**src/rtl/ptmap_pkg.sv**
```systemverilog
// Package with constants, types and helpers of the page table mapper.
package ptmap_pkg;

   localparam int TABLE_PAGES       = 64;
   localparam int ENTRIES_PER_TABLE = 512;
   localparam int PAGE_BITS         = (TABLE_PAGES > 1) ? $clog2(TABLE_PAGES) : 1;
   localparam int IDX_BITS          = 9;
   localparam int ADDR_BITS         = PAGE_BITS + IDX_BITS;
   localparam int PN_BITS           = 36;

   localparam logic [1:0] OP_MAP   = 2'd0;
   localparam logic [1:0] OP_QUERY = 2'd1;
   localparam logic [1:0] OP_UNMAP = 2'd2;

   localparam logic [63:0] KEEP_MASK  = 64'h7FFF_FFFF_FFFF_F000;
   localparam logic [63:0] LOW_FLAGS  = 64'h0000_0000_0000_01FF;
   localparam logic [63:0] PRESENT_RW = 64'h0000_0000_0000_0003;
   localparam logic [PN_BITS-1:0] BASE_RESET_PN = 36'h0_0001_0000;

   typedef struct packed {
      logic                 we;
      logic [ADDR_BITS-1:0] addr;
      logic [63:0]          wdata;
   } mem_req_type;

   typedef struct packed {
      logic valid;
      logic status;
      logic unmapped;
   } result_type;

   function automatic logic [IDX_BITS-1:0] level_index(input logic [47:0] va,
                                                       input logic [1:0] lvl);
      logic [IDX_BITS-1:0] r;
      case (lvl)
         2'd0: r = va[47:39];
         2'd1: r = va[38:30];
         2'd2: r = va[29:21];
         default: r = va[20:12];
      endcase
      return r;
   endfunction

endpackage

```
**src/rtl/ptmap_walk.sv**
```systemverilog
// Walk sequencer: root table clear after reset, then map, query and unmap over the table store.
module ptmap_walk (
   input  logic                               clock,
   input  logic                               reset,
   input  logic [ptmap_pkg::PN_BITS-1:0]      base_pn,
   input  logic                               req_valid,
   output logic                               req_ready,
   input  logic [1:0]                         op,
   input  logic [47:0]                        va,
   input  logic [47:0]                        pa,
   input  logic [63:0]                        flags,
   output ptmap_pkg::mem_req_type             mem_req,
   input  logic [63:0]                        rdata,
   output ptmap_pkg::result_type              result,
   input  logic                               result_ready
);

   localparam int PB = ptmap_pkg::PAGE_BITS;
   localparam int NB = ptmap_pkg::PN_BITS;

   localparam logic [3:0] S_CLR    = 4'd0;
   localparam logic [3:0] S_IDLE   = 4'd1;
   localparam logic [3:0] S_RD     = 4'd2;
   localparam logic [3:0] S_EV     = 4'd3;
   localparam logic [3:0] S_ZERO   = 4'd4;
   localparam logic [3:0] S_CHK    = 4'd5;
   localparam logic [3:0] S_LEAF   = 4'd6;
   localparam logic [3:0] S_SCAN   = 4'd7;
   localparam logic [3:0] S_SCHK   = 4'd8;
   localparam logic [3:0] S_CLRENT = 4'd9;
   localparam logic [3:0] S_DONE   = 4'd10;

   localparam logic [PB:0]   PAGES_W = (PB+1)'(ptmap_pkg::TABLE_PAGES);
   localparam logic [8:0]    LAST_IDX = 9'(ptmap_pkg::ENTRIES_PER_TABLE - 1);

   logic [3:0]    state_ff, state_in;
   logic [1:0]    op_ff, op_in;
   logic [47:0]   va_ff, va_in;
   logic [47:0]   pa_ff, pa_in;
   logic [63:0]   flags_ff, flags_in;
   logic [1:0]    lvl_ff, lvl_in;
   logic [PB-1:0] pg_ff [4];
   logic [PB-1:0] pg_in [4];
   logic [PB-1:0] nfp_ff, nfp_in;
   logic [63:0]   ent_ff, ent_in;
   logic [8:0]    cnt_ff, cnt_in;
   logic          status_ff, status_in;
   logic          unm_ff, unm_in;

   logic [PB:0]   np;
   logic [NB-1:0] alloc_pn;
   logic [63:0]   alloc_ent;
   logic [63:0]   merge_ent;
   logic [NB-1:0] diff;
   logic          child_ok;
   logic [8:0]    cur_idx;
   logic [PB-1:0] up_pg;

   assign np        = {1'b0, nfp_ff} + (PB+1)'(1);
   assign alloc_pn  = base_pn + NB'(np);
   assign alloc_ent = flags_ff | {16'b0, alloc_pn, 12'b0} | ptmap_pkg::PRESENT_RW;
   assign merge_ent = (rdata & ptmap_pkg::KEEP_MASK) | (flags_ff & ptmap_pkg::LOW_FLAGS)
                      | ptmap_pkg::PRESENT_RW;
   assign diff      = ent_ff[47:12] - base_pn;
   assign child_ok  = (ent_ff[47:12] >= base_pn) && (diff[NB-1:PB] == '0)
                      && (diff[PB-1:0] <= nfp_ff);
   assign cur_idx   = ptmap_pkg::level_index(va_ff, lvl_ff);
   assign up_pg     = pg_ff[lvl_ff + 2'd1];

   assign req_ready       = (state_ff == S_IDLE);
   assign result.valid    = (state_ff == S_DONE);
   assign result.status   = status_ff;
   assign result.unmapped = unm_ff;

   always_comb begin
      state_in  = state_ff;
      op_in     = op_ff;
      va_in     = va_ff;
      pa_in     = pa_ff;
      flags_in  = flags_ff;
      lvl_in    = lvl_ff;
      pg_in     = pg_ff;
      nfp_in    = nfp_ff;
      ent_in    = ent_ff;
      cnt_in    = cnt_ff;
      status_in = status_ff;
      unm_in    = unm_ff;
      mem_req.we    = 1'b0;
      mem_req.addr  = {pg_ff[lvl_ff], cur_idx};
      mem_req.wdata = '0;
      unique case (state_ff)
         S_CLR: begin
            mem_req.we   = 1'b1;
            mem_req.addr = {PB'(0), cnt_ff};
            cnt_in       = cnt_ff + 9'd1;
            if (cnt_ff == LAST_IDX) begin
               state_in = S_IDLE;
            end
         end
         S_IDLE: begin
            if (req_valid) begin
               op_in     = op;
               va_in     = va;
               pa_in     = pa;
               flags_in  = flags;
               lvl_in    = 2'd0;
               pg_in[0]  = '0;
               status_in = 1'b0;
               unm_in    = 1'b0;
               if (op == ptmap_pkg::OP_MAP || op == ptmap_pkg::OP_QUERY
                   || op == ptmap_pkg::OP_UNMAP) begin
                  state_in = S_RD;
               end else begin
                  state_in = S_DONE;
               end
            end
         end
         S_RD: begin
            state_in = S_EV;
         end
         S_EV: begin
            case (op_ff)
               ptmap_pkg::OP_MAP: begin
                  if (rdata == '0) begin
                     if (np >= PAGES_W) begin
                        status_in = 1'b1;
                        state_in  = S_DONE;
                     end else begin
                        nfp_in        = np[PB-1:0];
                        mem_req.we    = 1'b1;
                        mem_req.wdata = alloc_ent;
                        ent_in        = alloc_ent;
                        cnt_in        = '0;
                        state_in      = S_ZERO;
                     end
                  end else begin
                     mem_req.we    = 1'b1;
                     mem_req.wdata = merge_ent;
                     ent_in        = merge_ent;
                     state_in      = S_CHK;
                  end
               end
               ptmap_pkg::OP_QUERY: begin
                  if (!rdata[0]) begin
                     unm_in   = 1'b1;
                     state_in = S_DONE;
                  end else if (lvl_ff == 2'd3) begin
                     state_in = S_DONE;
                  end else begin
                     ent_in   = rdata;
                     state_in = S_CHK;
                  end
               end
               default: begin
                  if (!rdata[0]) begin
                     cnt_in = '0;
                     if (lvl_ff == 2'd0) begin
                        state_in = S_DONE;
                     end else begin
                        lvl_in   = lvl_ff - 2'd1;
                        state_in = S_SCAN;
                     end
                  end else if (lvl_ff == 2'd3) begin
                     mem_req.we = 1'b1;
                     lvl_in     = 2'd2;
                     cnt_in     = '0;
                     state_in   = S_SCAN;
                  end else begin
                     ent_in   = rdata;
                     state_in = S_CHK;
                  end
               end
            endcase
         end
         S_ZERO: begin
            mem_req.we   = 1'b1;
            mem_req.addr = {nfp_ff, cnt_ff};
            cnt_in       = cnt_ff + 9'd1;
            if (cnt_ff == LAST_IDX) begin
               state_in = S_CHK;
            end
         end
         S_CHK: begin
            if (!child_ok) begin
               status_in = (op_ff == ptmap_pkg::OP_MAP);
               unm_in    = (op_ff == ptmap_pkg::OP_QUERY);
               state_in  = S_DONE;
            end else begin
               pg_in[lvl_ff + 2'd1] = diff[PB-1:0];
               lvl_in               = lvl_ff + 2'd1;
               if (op_ff == ptmap_pkg::OP_MAP && lvl_ff == 2'd2) begin
                  state_in = S_LEAF;
               end else begin
                  state_in = S_RD;
               end
            end
         end
         S_LEAF: begin
            mem_req.we    = 1'b1;
            mem_req.wdata = flags_ff | {16'b0, pa_ff[47:12], 12'b0} | ptmap_pkg::PRESENT_RW;
            state_in      = S_DONE;
         end
         S_SCAN: begin
            mem_req.addr = {up_pg, cnt_ff};
            state_in     = S_SCHK;
         end
         S_SCHK: begin
            if (rdata != '0) begin
               state_in = S_DONE;
            end else if (cnt_ff == LAST_IDX) begin
               state_in = S_CLRENT;
            end else begin
               cnt_in   = cnt_ff + 9'd1;
               state_in = S_SCAN;
            end
         end
         S_CLRENT: begin
            mem_req.we = 1'b1;
            cnt_in     = '0;
            if (lvl_ff == 2'd0) begin
               state_in = S_DONE;
            end else begin
               lvl_in   = lvl_ff - 2'd1;
               state_in = S_SCAN;
            end
         end
         S_DONE: begin
            if (result_ready) begin
               state_in = S_IDLE;
            end
         end
         default: begin
            state_in = S_IDLE;
         end
      endcase
   end

   always_ff @(posedge clock) begin
      if (reset) begin
         state_ff <= S_CLR;
         cnt_ff   <= '0;
         nfp_ff   <= '0;
      end else begin
         state_ff <= state_in;
         cnt_ff   <= cnt_in;
         nfp_ff   <= nfp_in;
      end
      op_ff     <= op_in;
      va_ff     <= va_in;
      pa_ff     <= pa_in;
      flags_ff  <= flags_in;
      lvl_ff    <= lvl_in;
      pg_ff     <= pg_in;
      ent_ff    <= ent_in;
      status_ff <= status_in;
      unm_ff    <= unm_in;
   end

endmodule

```
**config.mk**
```make
export PLATFORM = sky130hd
export DESIGN_NAME = ptmap_walk
export DESIGN_NICKNAME = d
export VERILOG_FILES = /design/src/rtl/ptmap_pkg.sv /design/src/rtl/ptmap_walk.sv
export SDC_FILE = /design/constraint.sdc
export NUM_CORES = 1
export LEC_CHECK = 0
export BUFFER_PORTS_ARGS = -buffer_cell sky130_fd_sc_hd__buf_4
export CORE_MARGIN = 5
export CORE_UTILIZATION = 40
export CTS_BUF_LIST = sky130_fd_sc_hd__clkbuf_8 sky130_fd_sc_hd__clkbuf_16
export DETAILED_ROUTE_END_ITERATION = 8
export GPL_TIMING_DRIVEN = 1
export PLACE_DENSITY = 0.6
export SLEW_MARGIN = 10
export SYNTH_ARGS = -nofsm -noshare
export SYNTH_HDL_FRONTEND = slang
export SYNTH_SLANG_ARGS = --single-unit
```
**constraint.sdc**
```tcl
create_clock -name clock -period 13.4 [get_ports clock]
set_input_delay 2.01 -clock clock [delete_from_list [all_inputs] [get_ports clock]]
set_output_delay 2.01 -clock clock [all_outputs]
set_load 0.01 [all_outputs]
```
Word level (Yosys, flattened, before mapping)
Index checks and enable logic that the tools add are counted.

Flip-flop bits (word level): 257. Latch bits: 0. Bits in writable memories: 0. Bits in read-only memories: 0. Input bits: 266. Output and inout port bits: 84. Word-level logic and storage cells: 174. Memories: 0.

Add/sub/neg operators: 6. $mul: 0. Div/mod/pow operators: 0. $lt $le $gt $ge: 6. Equality and inequality tests: 38. Shifts and indexed selects: 0. Multiplexer cells: 72. Bitwise logic cells: 6. Reductions and logical operators: 31.

Operators by type and width (count): 48-bit two-way mux (5); 64-bit two-way mux (3); 64-bit by 48-bit OR with 64-bit output (2); 64-bit case mux with 2 select lines (1); 64-bit logical NOT (1); 64-bit nonzero test (1); 63-bit by 9-bit OR with 63-bit output (1); 4-bit two-way mux (14); 9-bit two-way mux (6); 15-bit case mux with 3 select lines (1); 4-bit case mux with 11 select lines (1); 36-bit by 7-bit adder with 36-bit output (1); 36-bit >= comparator (1); 6-bit two-way mux (6); 9-bit case mux with 4 select lines (1); 36-bit subtractor (1); 30-bit logical NOT (1); 2-bit != test (second input constant) (14); 9-bit case mux with 3 select lines (1); 6-bit binary-select mux with 2-bit select (2); 24-bit bitwise mux (1); 24-bit two-way mux (1); 9-bit case mux with 2 select lines (1); 4-bit by 3-bit == test with 1-bit output (second input constant) (4); other kinds (43) (88).

Depth between registers and ports, before layout
Gate-level depths: netlist (run 1).

Word-level depth: 9. Depth in mapped cells: 17. Gate-level depth less buffers: 17.

Least setup slack after synthesis (run 1)
OpenSTA, ideal clock, no wires.

Path type: input to output. Start point: input base_pn[0] (netlist bit). End point: output mem_req[32] (netlist bit). Arrival time: 4566 ps. Data required time: 11390 ps. Slack: 6824 ps. Stages: 11. Path buffers: 0. Cells stage by stage: ha_1 -> fa_1 -> a21o_1 -> a21oi_1 -> o21bai_1 -> a21o_1 -> a21oi_1 -> or3_1 -> nor3_1 -> or3_1 -> a221o_1.

RTL lines: start: declaration (RTL line ptmap_walk.sv:5) `input logic [ptmap_pkg::PN_BITS-1:0] base_pn,`; end: declaration (RTL line ptmap_walk.sv:12) `output ptmap_pkg::mem_req_type mem_req,`.

==> flow_metrics.env, run 1 <==
export IMPL_num_nets_final=1982
export IMPL_maxSlewViolCount=0
export IMPL_syn_to_final_growth_pct=26.4
export IMPL_rsz0062_at_grt="no"
export IMPL_dieWidth_um=194
export IMPL_synth_fp_nets=1684
export IMPL_slew_headroom_pct=19.6
export IMPL_cts_buffer_depth=3
export IMPL_r2r_cells=15
export IMPL_place_gp_congestion=0.977
export IMPL_syn_cell_area_um2=13600
export IMPL_fmax_mhz=134
export IMPL_tns_ns=0
export IMPL_crit_path_start_kind="primary input"
export IMPL_postSynthCellCount=1358
export IMPL_post_route_util_pct=51.1
export IMPL_start_util_pct=40.5
export IMPL_final_cells=2123
export IMPL_synth_area_per_cell_um2=9.99
export IMPL_min_period_ns=7.44
export IMPL_irDropWorstVdd_mv=0.0893
export IMPL_synth_area_top_cells="edfxtp_1, ha_1, nor2_1, o21ai_0, nand2_1"
export IMPL_ys_warn_count=0
export IMPL_ys_ff_latch=219
export IMPL_drt_iter0_drc=1189
export IMPL_layout_common_cells="buf_4, edfxtp_1, nor2_1"
export IMPL_crit_end="mem_req[15]"
export IMPL_design_area_um2=17100
export IMPL_die_height_um=194
export IMPL_std_cell_rows=67
export IMPL_yosysTopAreaCell="edfxtp_1"
export IMPL_clock_skew_ns=0.0295
export IMPL_post_cts_buffers=0
export IMPL_core_region_area_um2=33500
export IMPL_status="finished, final reports clean"
export IMPL_setup_violations_final=0
export IMPL_clock_sinks=219
export IMPL_gr_total_overflow=0
export IMPL_r2r_slack_ns=7.60
export IMPL_synth_cell_types=76
export IMPL_cts_tree="yes"
export IMPL_cap_viol_max_count=0
export IMPL_r2r_start="ent_ff[14]"
export IMPL_portBuffers=323
export IMPL_hold_violations=0
export IMPL_dp_cells=2077
export IMPL_crit_required_ns=11.39
export IMPL_drc=0
export IMPL_arrival_ns=5.43
export IMPL_cts_resized=0
export IMPL_hpwl_mm=39.8
export IMPL_power_density_nw_per_um2=91.3
export IMPL_cts_made_buffers=25
export IMPL_avgRoutedWirePerCell_um=23.5
export IMPL_via_count=12200
export IMPL_synth_flop_cell="edfxtp_1"
export IMPL_grt_pass1_wl_mm=74.9
export IMPL_clk_pin_slew_ns=0.06
export IMPL_clk_latency_ns=0.54
export IMPL_ios=350
export IMPL_finalCritPeriodShare_pct=55.6
export IMPL_hold_class="reg2reg"
export IMPL_fp_dieArea_um2=37700
export IMPL_total_leakage_power_nw=6.74
export IMPL_synth_edf_count=200
export IMPL_synthArstFlopShare_pct=0
export IMPL_end_kind="output pin"
export IMPL_worst_pin_slew_ns=1.20
export IMPL_startpoint="rdata[6]"
export IMPL_grt_total_usage_pct=25.4
export IMPL_finalWirelength_mm=49.9
export IMPL_ctsHtreeMaxLevel=1
export IMPL_grt_pass1_vias=12100
export IMPL_routed_via_density=5.74
export IMPL_clock_root_buffer="clkbuf_16"
export IMPL_grt_max_degree=70
export IMPL_drive_above_1_share_pct=24.6
export IMPL_crit_type="in2out"
export IMPL_hold_buffers=0
export IMPL_yosysSeqAreaShare_pct=47.1
export IMPL_final_common_cell="buf_4"
export IMPL_p_total_mw=1.56
export IMPL_firstDrtPassIters=6
export IMPL_synth_top_area_share_pct=44.3
export IMPL_path_max_fanout=20
export IMPL_antenna_found_initial=2
export IMPL_dpl_instance_area_um2=16400
export IMPL_antenna_left=0
==> routing by layer <==
metal	GRT usage, %	routed length [um]	vias to the layer above
met5	0	20	-
met4	5.68	1270	2
met3	5.39	4000	73
met2	40.9	23000	528
met1	35.6	21600	5847
li1	-	-	5743
==> state kept, by name (all words and copies together), names as in the netlist, named ones only <==
signal and count:
flags_ff 62, ent_ff 36, pa_ff 36, va_ff 36
cnt_ff 9, nfp_ff 6, pg_ff 6, state_ff 4
lvl_ff 2, op_ff 2, status_ff 1, unm_ff 1
==> synth_stat cells (4+ instances only) <==
library cell / number
nor2b_1: 20
o21ai_0: 90
and2_1: 9
nand2_1: 116
a221o_1: 19
a222oi_1: 11
nand4_1: 23
a22o_1: 18
a2111oi_0: 6
o21a_1: 10
nor2_1: 134
clkbuf_1: 45
mux4_2: 12
or4_1: 4
or3_1: 17
a32oi_1: 4
mux2i_1: 11
nand3_1: 31
a211o_1: 6
ha_1: 58
nor4_1: 27
o21ai_1: 10
and3_1: 11
nand4b_1: 4
xnor2_1: 37
buf_2: 9
a31oi_1: 11
a21oi_2: 7
nand2b_1: 19
o211ai_1: 29
nor3_1: 32
a21o_1: 28
or2_2: 8
dfxtp_1: 19
a211oi_1: 8
xor2_1: 16
inv_1: 70
o21bai_1: 37
a21oi_1: 79
edfxtp_1: 200
==> cell type report <==
| class | instances | area [um2] |
|---|---|---|
| Antenna cell | 1 | 2.50 |
| Timing Repair Buffer | 332 | 2490 |
| Fill cell | 3171 | 16400 |
| Clock inverter | 20 | 120 |
| Clock buffer | 25 | 626 |
| Tap cell | 448 | 561 |
| Inverter | 70 | 263 |
| Sequential cell | 219 | 6390 |
| Multi-Input combinational cell | 1008 | 6690 |
==> worst min path at each step <==
stage,from,endpoint,slack [ns],cells past startpoint
2_1_floorplan,cnt_ff[7],cnt_ff[7],0.47,2
3_3_place_gp,cnt_ff[7],cnt_ff[7],0.50,2
3_5_place_dp,cnt_ff[7],cnt_ff[7],0.51,2
4_1_cts,cnt_ff[7],cnt_ff[7],0.52,2
5_1_grt,cnt_ff[7],cnt_ff[7],0.55,2
6_report,cnt_ff[7],cnt_ff[7],0.52,2
==> kinds of logic after synthesis <==
group | share of synthesized area, %
simple gates | 17.0
compound gates | 19.9
flops | 47.1
buf+inv | 3.85
fa+ha+maj | 5.64
xor+xnor | 3.42
mux | 3.08
==> where the power goes <==
part / switching [mW] / total, mW / internal, mW
logic: 0.0964 / 0.183 / 0.0865
registers: 0.00110 / 0.747 / 0.746
clock network: 0.278 / 0.635 / 0.357
==> metrics by stage <==
step / hold WS (ns) / setup WS, ns
4_1_cts: 0.523 / 5.92
5_1_grt: 0.551 / 5.88
2_1_floorplan: 0.472 / 6.82
6_report: 0.524 / 5.96
3_5_place_dp: 0.511 / 5.89
3_3_place_gp: 0.499 / 5.90
==> critical path, stage by stage <==
cell and delay [ns]:
buf_4 0.11, nor4_1 0.88, nand4_1 0.24, nor4_2 0.44, buf_4 0.28, and3_1 0.89, a22o_1 0.24, a221o_1 0.19
buf_4 0.15
Note: power is estimated with default switching activity, not from simulation.
==> run 2, diff against run 1 <==
==> constraint.sdc (replaced) <==
create_clock -name clock -period 7 [get_ports clock]
set_input_delay 1.05 -clock clock [delete_from_list [all_inputs] [get_ports clock]]
set_output_delay 1.05 -clock clock [all_outputs]
set_load 0.01 [all_outputs]
==> run 2 against run 1 <==
Effect of this change: register-to-register slack worse by 6.1 ns; largest power group unchanged; highest routed layer unchanged; non-clock buffer count is 3 higher; count of clock-buffer cells in the layout stayed put.
==> flow_metrics.env, run 2 (synthesized netlist as in run 1, its figures left out) <==
export IMPL_status="finished, final reports clean"
export IMPL_cts_made_buffers=25
export IMPL_path_max_fanout=9
export IMPL_clk_pin_slew_ns=0.06
export IMPL_drc=0
export IMPL_slew_headroom_pct=20.2
export IMPL_fp_dieArea_um2=37700
export IMPL_arrival_ns=5.84
export IMPL_drive_above_1_share_pct=25.1
export IMPL_clock_sinks=219
export IMPL_grt_max_degree=71
export IMPL_firstDrtPassIters=5
export IMPL_via_count=12200
export IMPL_layout_common_cells="buf_4, edfxtp_1, nor2_1"
export IMPL_finalWirelength_mm=50.1
export IMPL_total_leakage_power_nw=6.80
export IMPL_hold_class="reg2reg"
export IMPL_crit_path_start_kind="primary input"
export IMPL_power_density_nw_per_um2=184
export IMPL_setup_violations_final=0
export IMPL_fill_cells=3141
export IMPL_antenna_found_initial=3
export IMPL_drt_iter0_drc=1052
export IMPL_path_cells="buf_4 > inv_1 > ha_1 > o211ai_1 > a21oi_1 > nor2_1 > xnor2_1 > ha_1 > and4_1 > a21oi_1 > a32oi_1 > nor4_1 > nand4b_1 > or4_1 > nor4_1 > nand3_1 > nor2_1"
export IMPL_hold_ws_ns=0.515
export IMPL_tns_ns=0
export IMPL_post_cts_buffers=0
export IMPL_hold_violations=0
export IMPL_portBuffers=323
export IMPL_place_gp_congestion=0.964
export IMPL_gr_total_overflow=0
export IMPL_slowest_delay_ns=0.64
export IMPL_design_area_um2=17300
export IMPL_maxSlewViolCount=0
export IMPL_cts_resized=0
export IMPL_avgRoutedWirePerCell_um=23.5
export IMPL_start_util_pct=40.5
export IMPL_grt_pass1_wl_mm=74.5
export IMPL_clk_latency_ns=0.55
export IMPL_regArea_um2=6390
export IMPL_routed_via_density=5.74
export IMPL_syn_to_final_growth_pct=27.4
export IMPL_end_kind="flip-flop"
export IMPL_largest_reg_flops=62
export IMPL_rsz0062_at_grt="no"
export IMPL_irDropWorstVdd_mv=0.214
export IMPL_finalCritPeriodShare_pct=80.9
export IMPL_crit_required_ns=7.18
export IMPL_critPathSlowestCell="nor4_1"
export IMPL_r2r_slack_ns=1.46
export IMPL_hold_buffers=0
export IMPL_core_region_area_um2=33500
export IMPL_std_cell_rows=67
export IMPL_clock_root_buffer="clkbuf_16"
export IMPL_clock_skew_ns=0.0162
export IMPL_die_height_um=194
export IMPL_worst_pin_slew_ns=1.19
export IMPL_ios=350
export IMPL_cts_buffer_depth=3
export IMPL_grt_total_usage_pct=25.3
export IMPL_num_nets_final=1985
export IMPL_min_period_ns=5.66
export IMPL_fmax_mhz=177
export IMPL_antenna_left=0
export IMPL_grt_pass1_vias=12100
export IMPL_cap_viol_max_count=0
export IMPL_ctsHtreeMaxLevel=1
export IMPL_multiInputGateArea_um2=6690
export IMPL_hpwl_mm=39.6
export IMPL_dieWidth_um=194
export IMPL_dpl_instance_area_um2=16400
export IMPL_final_common_cell="buf_4"
export IMPL_crit_type="in2reg"
export IMPL_regMostFlops="flags_ff"
export IMPL_cts_tree="yes"
[run 2: cell types whose count changed in the layout (fill, tap and decap cells not counted), sizes merged]
cell    delta
clkinv     +1
bufinv     +4
diode      +1
buf        +3
inv        -4
[run 2: final timing paths]
kind | to | start | depth (start not counted)
max | flip-flop | base_pn[2] | 17
min | cnt_ff[7] | cnt_ff[7] | 2
max reg2reg | flip-flop | ent_ff[14] | 15
min reg2reg | cnt_ff[7] | cnt_ff[7] | 2
[run 2: worst max-delay path, delay by kind of cell]
family | cells | cell delay [ns]
and+or+nand+nor | 8 | 2.93
adders and majority gates | 2 | 0.70
AOI/OAI and AO/OA | 4 | 0.60
xor gates and xnor gates | 1 | 0.41
buffers and inverters | 2 | 0.14
[run 2: power by group]
part / internal, mW / leakage [nW] / switching, mW / total (mW)
combinational: 0.166 / 4.42 / 0.184 / 0.350
sequential: 1.43 / 1.94 / 0.00201 / 1.43
clock: 0.839 / 0.446 / 0.562 / 1.40
total: 2.43 / 6.80 / 0.748 / 3.18
[run 2: area by class of cell]
cell class	instances	share of cell area, %
clock buffer	25	3.62
timing repair buffer	335	14.5
antenna	2	0.0289
multi-input combinational	1008	38.7
clock inverter	21	1.39
tap	448	3.24
inverter	70	1.52
sequential	219	36.9
[run 2: stage by stage]
step | setup WS (ns) | util, % | total power [mW] | instances
3_5_place_dp | 0.678 | 49.0 | 1.80 | 2080
6_report | 1.34 | 51.6 | 3.18 | 2128
3_3_place_gp | 0.825 | 49.0 | 1.80 | 2080
2_1_floorplan | 1.80 | - | 1.62 | 1358
4_1_cts | 1.23 | 51.5 | 3.20 | 2126
5_1_grt | 0.811 | 51.6 | 3.28 | 2128
[run 2: routing by layer]
| metal | GRT usage, % | vias to the layer above | part of all wire (%) |
|---|---|---|---|
| met5 | 0 | - | 0.026 |
| met2 | 40.1 | 540 | 45 |
| met3 | 5.80 | 77 | 8.0 |
| met4 | 8.52 | 2 | 3.7 |
| met1 | 34.5 | 5830 | 43 |
| li1 | - | 5765 | - |
==> run 3, diff against run 2 <==
--- a/config.mk
+++ b/config.mk
@@ -5,6 +5,7 @@
 export SDC_FILE = /design/constraint.sdc
 export NUM_CORES = 1
 export LEC_CHECK = 0
+export ABC_AREA = 1
 export BUFFER_PORTS_ARGS = -buffer_cell sky130_fd_sc_hd__buf_4
 export CORE_MARGIN = 5
 export CORE_UTILIZATION = 40
==> constraint.sdc (replaced) <==
create_clock -name clock -period 5.3 [get_ports clock]
set_input_delay 0.795 -clock clock [delete_from_list [all_inputs] [get_ports clock]]
set_output_delay 0.795 -clock clock [all_outputs]
set_load 0.01 [all_outputs]
==> run 3 against run 2 <==
Effect of this change: sequential cell count stayed put; non-clock buffer count is 8 higher; power is 53% higher; hold slack worse by 0.10 ns; highest routed layer unchanged; wire length is 8.5% higher; die area is 5.0% higher; combinational power grew to 2.6 times the previous value; largest cell class unchanged.
==> flow_metrics.env, run 3 <==
export IMPL_status="finished, final reports clean"
export IMPL_post_cts_buffers=0
export IMPL_hpwl_mm=44.8
export IMPL_path_max_fanout=7
export IMPL_drt_iter0_drc=988
export IMPL_dieWidth_um=199
export IMPL_synth_area_per_cell_um2=8.02
export IMPL_crit_path_start_kind="flip-flop"
export IMPL_drive_above_1_share_pct=22.5
export IMPL_finalCritPeriodShare_pct=90.5
export IMPL_setup_violations_final=0
export IMPL_clock_sinks=219
export IMPL_final_common_cell="nand2_1"
export IMPL_dpl_instance_area_um2=17300
export IMPL_slowest_delay_ns=0.38
export IMPL_cts_resized=0
export IMPL_synth_edf_count=200
export IMPL_antenna_found_initial=3
export IMPL_crit_required_ns=4.51
export IMPL_clock_root_buffer="clkbuf_16"
export IMPL_synth_flop_cell="edfxtp_1"
export IMPL_synth_area_top_cells="edfxtp_1, nand2_1, inv_1, ha_1, o21ai_0"
export IMPL_core_region_area_um2=35400
export IMPL_regMostFlops="flags_ff"
export IMPL_grt_max_degree=137
export IMPL_ys_warn_count=0
export IMPL_hold_violations=0
export IMPL_cts_buffer_depth=3
export IMPL_yosysTopAreaCell="edfxtp_1"
export IMPL_fp_dieArea_um2=39600
export IMPL_design_area_um2=18200
export IMPL_grt_util_met3_pct=5.66
export IMPL_yosysSeqAreaShare_pct=44.7
export IMPL_rsz0062_at_grt="no"
export IMPL_routed_via_density=5.29
export IMPL_syn_cell_area_um2=14300
export IMPL_ys_ff_latch=219
export IMPL_ctsHtreeMaxLevel=1
export IMPL_fmax_mhz=208
export IMPL_top_usage_layer="met2"
export IMPL_synth_common_cells="nand2_1, inv_1, edfxtp_1, nor2_1, o21ai_0"
export IMPL_cap_viol_max_count=0
export IMPL_irDropWorstVdd_mv=0.279
export IMPL_num_nets_final=2447
export IMPL_cts_made_buffers=27
export IMPL_portBuffers=323
export IMPL_crit_type="reg2out"
export IMPL_synth_fp_nets=2107
export IMPL_die_height_um=199
export IMPL_gr_total_overflow=0
export IMPL_p_sw_mw=1.38
export IMPL_start_util_pct=40.3
export IMPL_slew_headroom_pct=32.0
export IMPL_multiInputGateArea_um2=6640
export IMPL_critPathSlowestCell="dfxtp_1"
export IMPL_grtUsageMet2_pct=43.2
export IMPL_clk_latency_ns=0.55
export IMPL_regArea_um2=6390
export IMPL_worst_pin_slew_ns=1.02
export IMPL_via_count=13800
export IMPL_avgRoutedWirePerCell_um=20.8
export IMPL_arrival_ns=4.00
export IMPL_clockPowerShare_pct=38.5
export IMPL_swShare_pct=28.4
export IMPL_total_leakage_power_nw=8.12
export IMPL_cts_tree="yes"
export IMPL_syn_to_final_growth_pct=27.5
export IMPL_use_met1_pct=35.8
export IMPL_finalWirelength_mm=54.3
export IMPL_drc=0
export IMPL_hold_class="in2reg"
export IMPL_combPwrFrac_pct=18.9
export IMPL_antenna_left=0
export IMPL_grt_total_usage_pct=26.4
export IMPL_path_cells="ha_1 > nand3_1 > nor2_1 > inv_1 > nand2_1 > inv_1 > ha_1 > nand2_1 > o21ai_1 > a21oi_1 > o21ai_2 > nand2_2 > inv_2 > nand4_1 > nor2_1 > inv_2 > nor2_4 > nand2_1 > nand2_1 > nand3b_1 > nand2_1 > o211ai_1 > buf_4"
export IMPL_synth_top_area_share_pct=42.1
export IMPL_crit_family="simple AND/OR/NAND/NOR gates"
export IMPL_firstDrtPassIters=6
export IMPL_maxSlewViolCount=0
export IMPL_largest_reg_flops=62
export IMPL_place_gp_congestion=0.943
export IMPL_clk_pin_slew_ns=0.06
export IMPL_cp_common_cell="nand2_1"
export IMPL_internal_power_mw=3.47
export IMPL_yosysMostFrequentCell="nand2_1"
export IMPL_power_density_nw_per_um2=267
export IMPL_postSynthCellCount=1781
export IMPL_p_seq_share_pct=42.6
export IMPL_min_period_ns=4.80
export IMPL_synthArstFlopShare_pct=0
export IMPL_synth_cell_types=59
export IMPL_grt_pass1_vias=13200
export IMPL_hold_buffers=0
export IMPL_std_cell_rows=69
export IMPL_tns_ns=0
export IMPL_grt_pass1_wl_mm=79.2
export IMPL_layout_common_cells="nand2_1, buf_4, inv_1"
export IMPL_worst_path_buf_inv=5
export IMPL_clock_skew_ns=0.0170
export IMPL_fill_cells=3483
export IMPL_ios=350
export IMPL_end_kind="output pin"
## run 3: cell count changes after synthesis, sizes merged, moves of 19 or more
cell    previous run  this run
a21o              28         2
a221o             19         0
clkbuf            45        21
inv               70       289
nand2            119       411
nand2b            19         0
nand3             31        77
nor2             134       201
nor2b             20         0
o21ai            101       146
xnor2             37         1
## run 3: cell families after synthesis
group           after synthesis  share of synthesized area [%]
compound gates              357                           15.1
buf+inv                     326                           8.96
mux                           3                          0.210
simple gates                804                           24.9
flops                       219                           44.7
fa+ha+maj                    60                           5.36
xor+xnor                     12                          0.736
## run 3: per-layer routing
layer,up-vias,share of wire (%)
li1,6731,-
met1,6426,43
met2,557,47
met3,75,7.9
met4,2,2.4
met5,-,0.022
## run 3: worst paths after layout
check             startpoint           to  slack, ns  cells past startpoint
hold reg to reg    cnt_ff[7]    cnt_ff[7]       0.47                      2
hold / removal        va[27]    va_ff[27]       0.41                      1
setup reg to reg  ent_ff[12]    flip-flop       1.07                     23
setup / recovery   nfp_ff[0]  mem_req[47]       0.50                     23
## run 3: through the flow
step           setup slack, ns  utilization [%]  power (mW)  hold slack [ns]  std cells
2_1_floorplan            0.381                -        2.60            0.438       1781
3_3_place_gp             0.633             48.9        3.00            0.454       2553
3_5_place_dp             0.577             48.9        3.01            0.466       2553
4_1_cts                  0.541             51.4        4.89            0.387       2603
5_1_grt                  0.185             51.4        5.06            0.391       2605
6_report                 0.501             51.4        4.85            0.411       2605
## run 3: final cells by class
type                       instances  share of cell area, %
clock inverter                    21                   1.11
sequential                       219                   35.1
timing repair buffer             343                   14.2
inverter                         294                   6.10
multi-input combinational       1236                   36.4
clock buffer                      29                   3.86
antenna                            2                 0.0275
tap                              461                   3.17
## run 3: worst reg2reg max path, delay by kind of cell (launching register included)
family | cells | cell delay, ns
adder cells (fa/ha/maj) | 3 | 0.93
flip-flops | 1 | 0.35
buffers and inverters | 3 | 0.35
AND/OR/NAND/NOR | 15 | 2.02
XOR/XNOR | 1 | 0.23
AO/OA/AOI/OAI | 1 | 0.08
## run 3: power groups by stage
| stage | combinational (mW) | sequential (mW) | clock, mW |
|---|---|---|---|
| after floorplan | 0.509 | 2.09 | 0 |
| final | 0.917 | 2.07 | 1.87 |
| after CTS | 0.914 | 2.06 | 1.91 |
| after global routing | 1.01 | 2.07 | 1.98 |
| after global placement | 0.905 | 2.10 | 0 |
| after detailed placement | 0.910 | 2.10 | 0 |
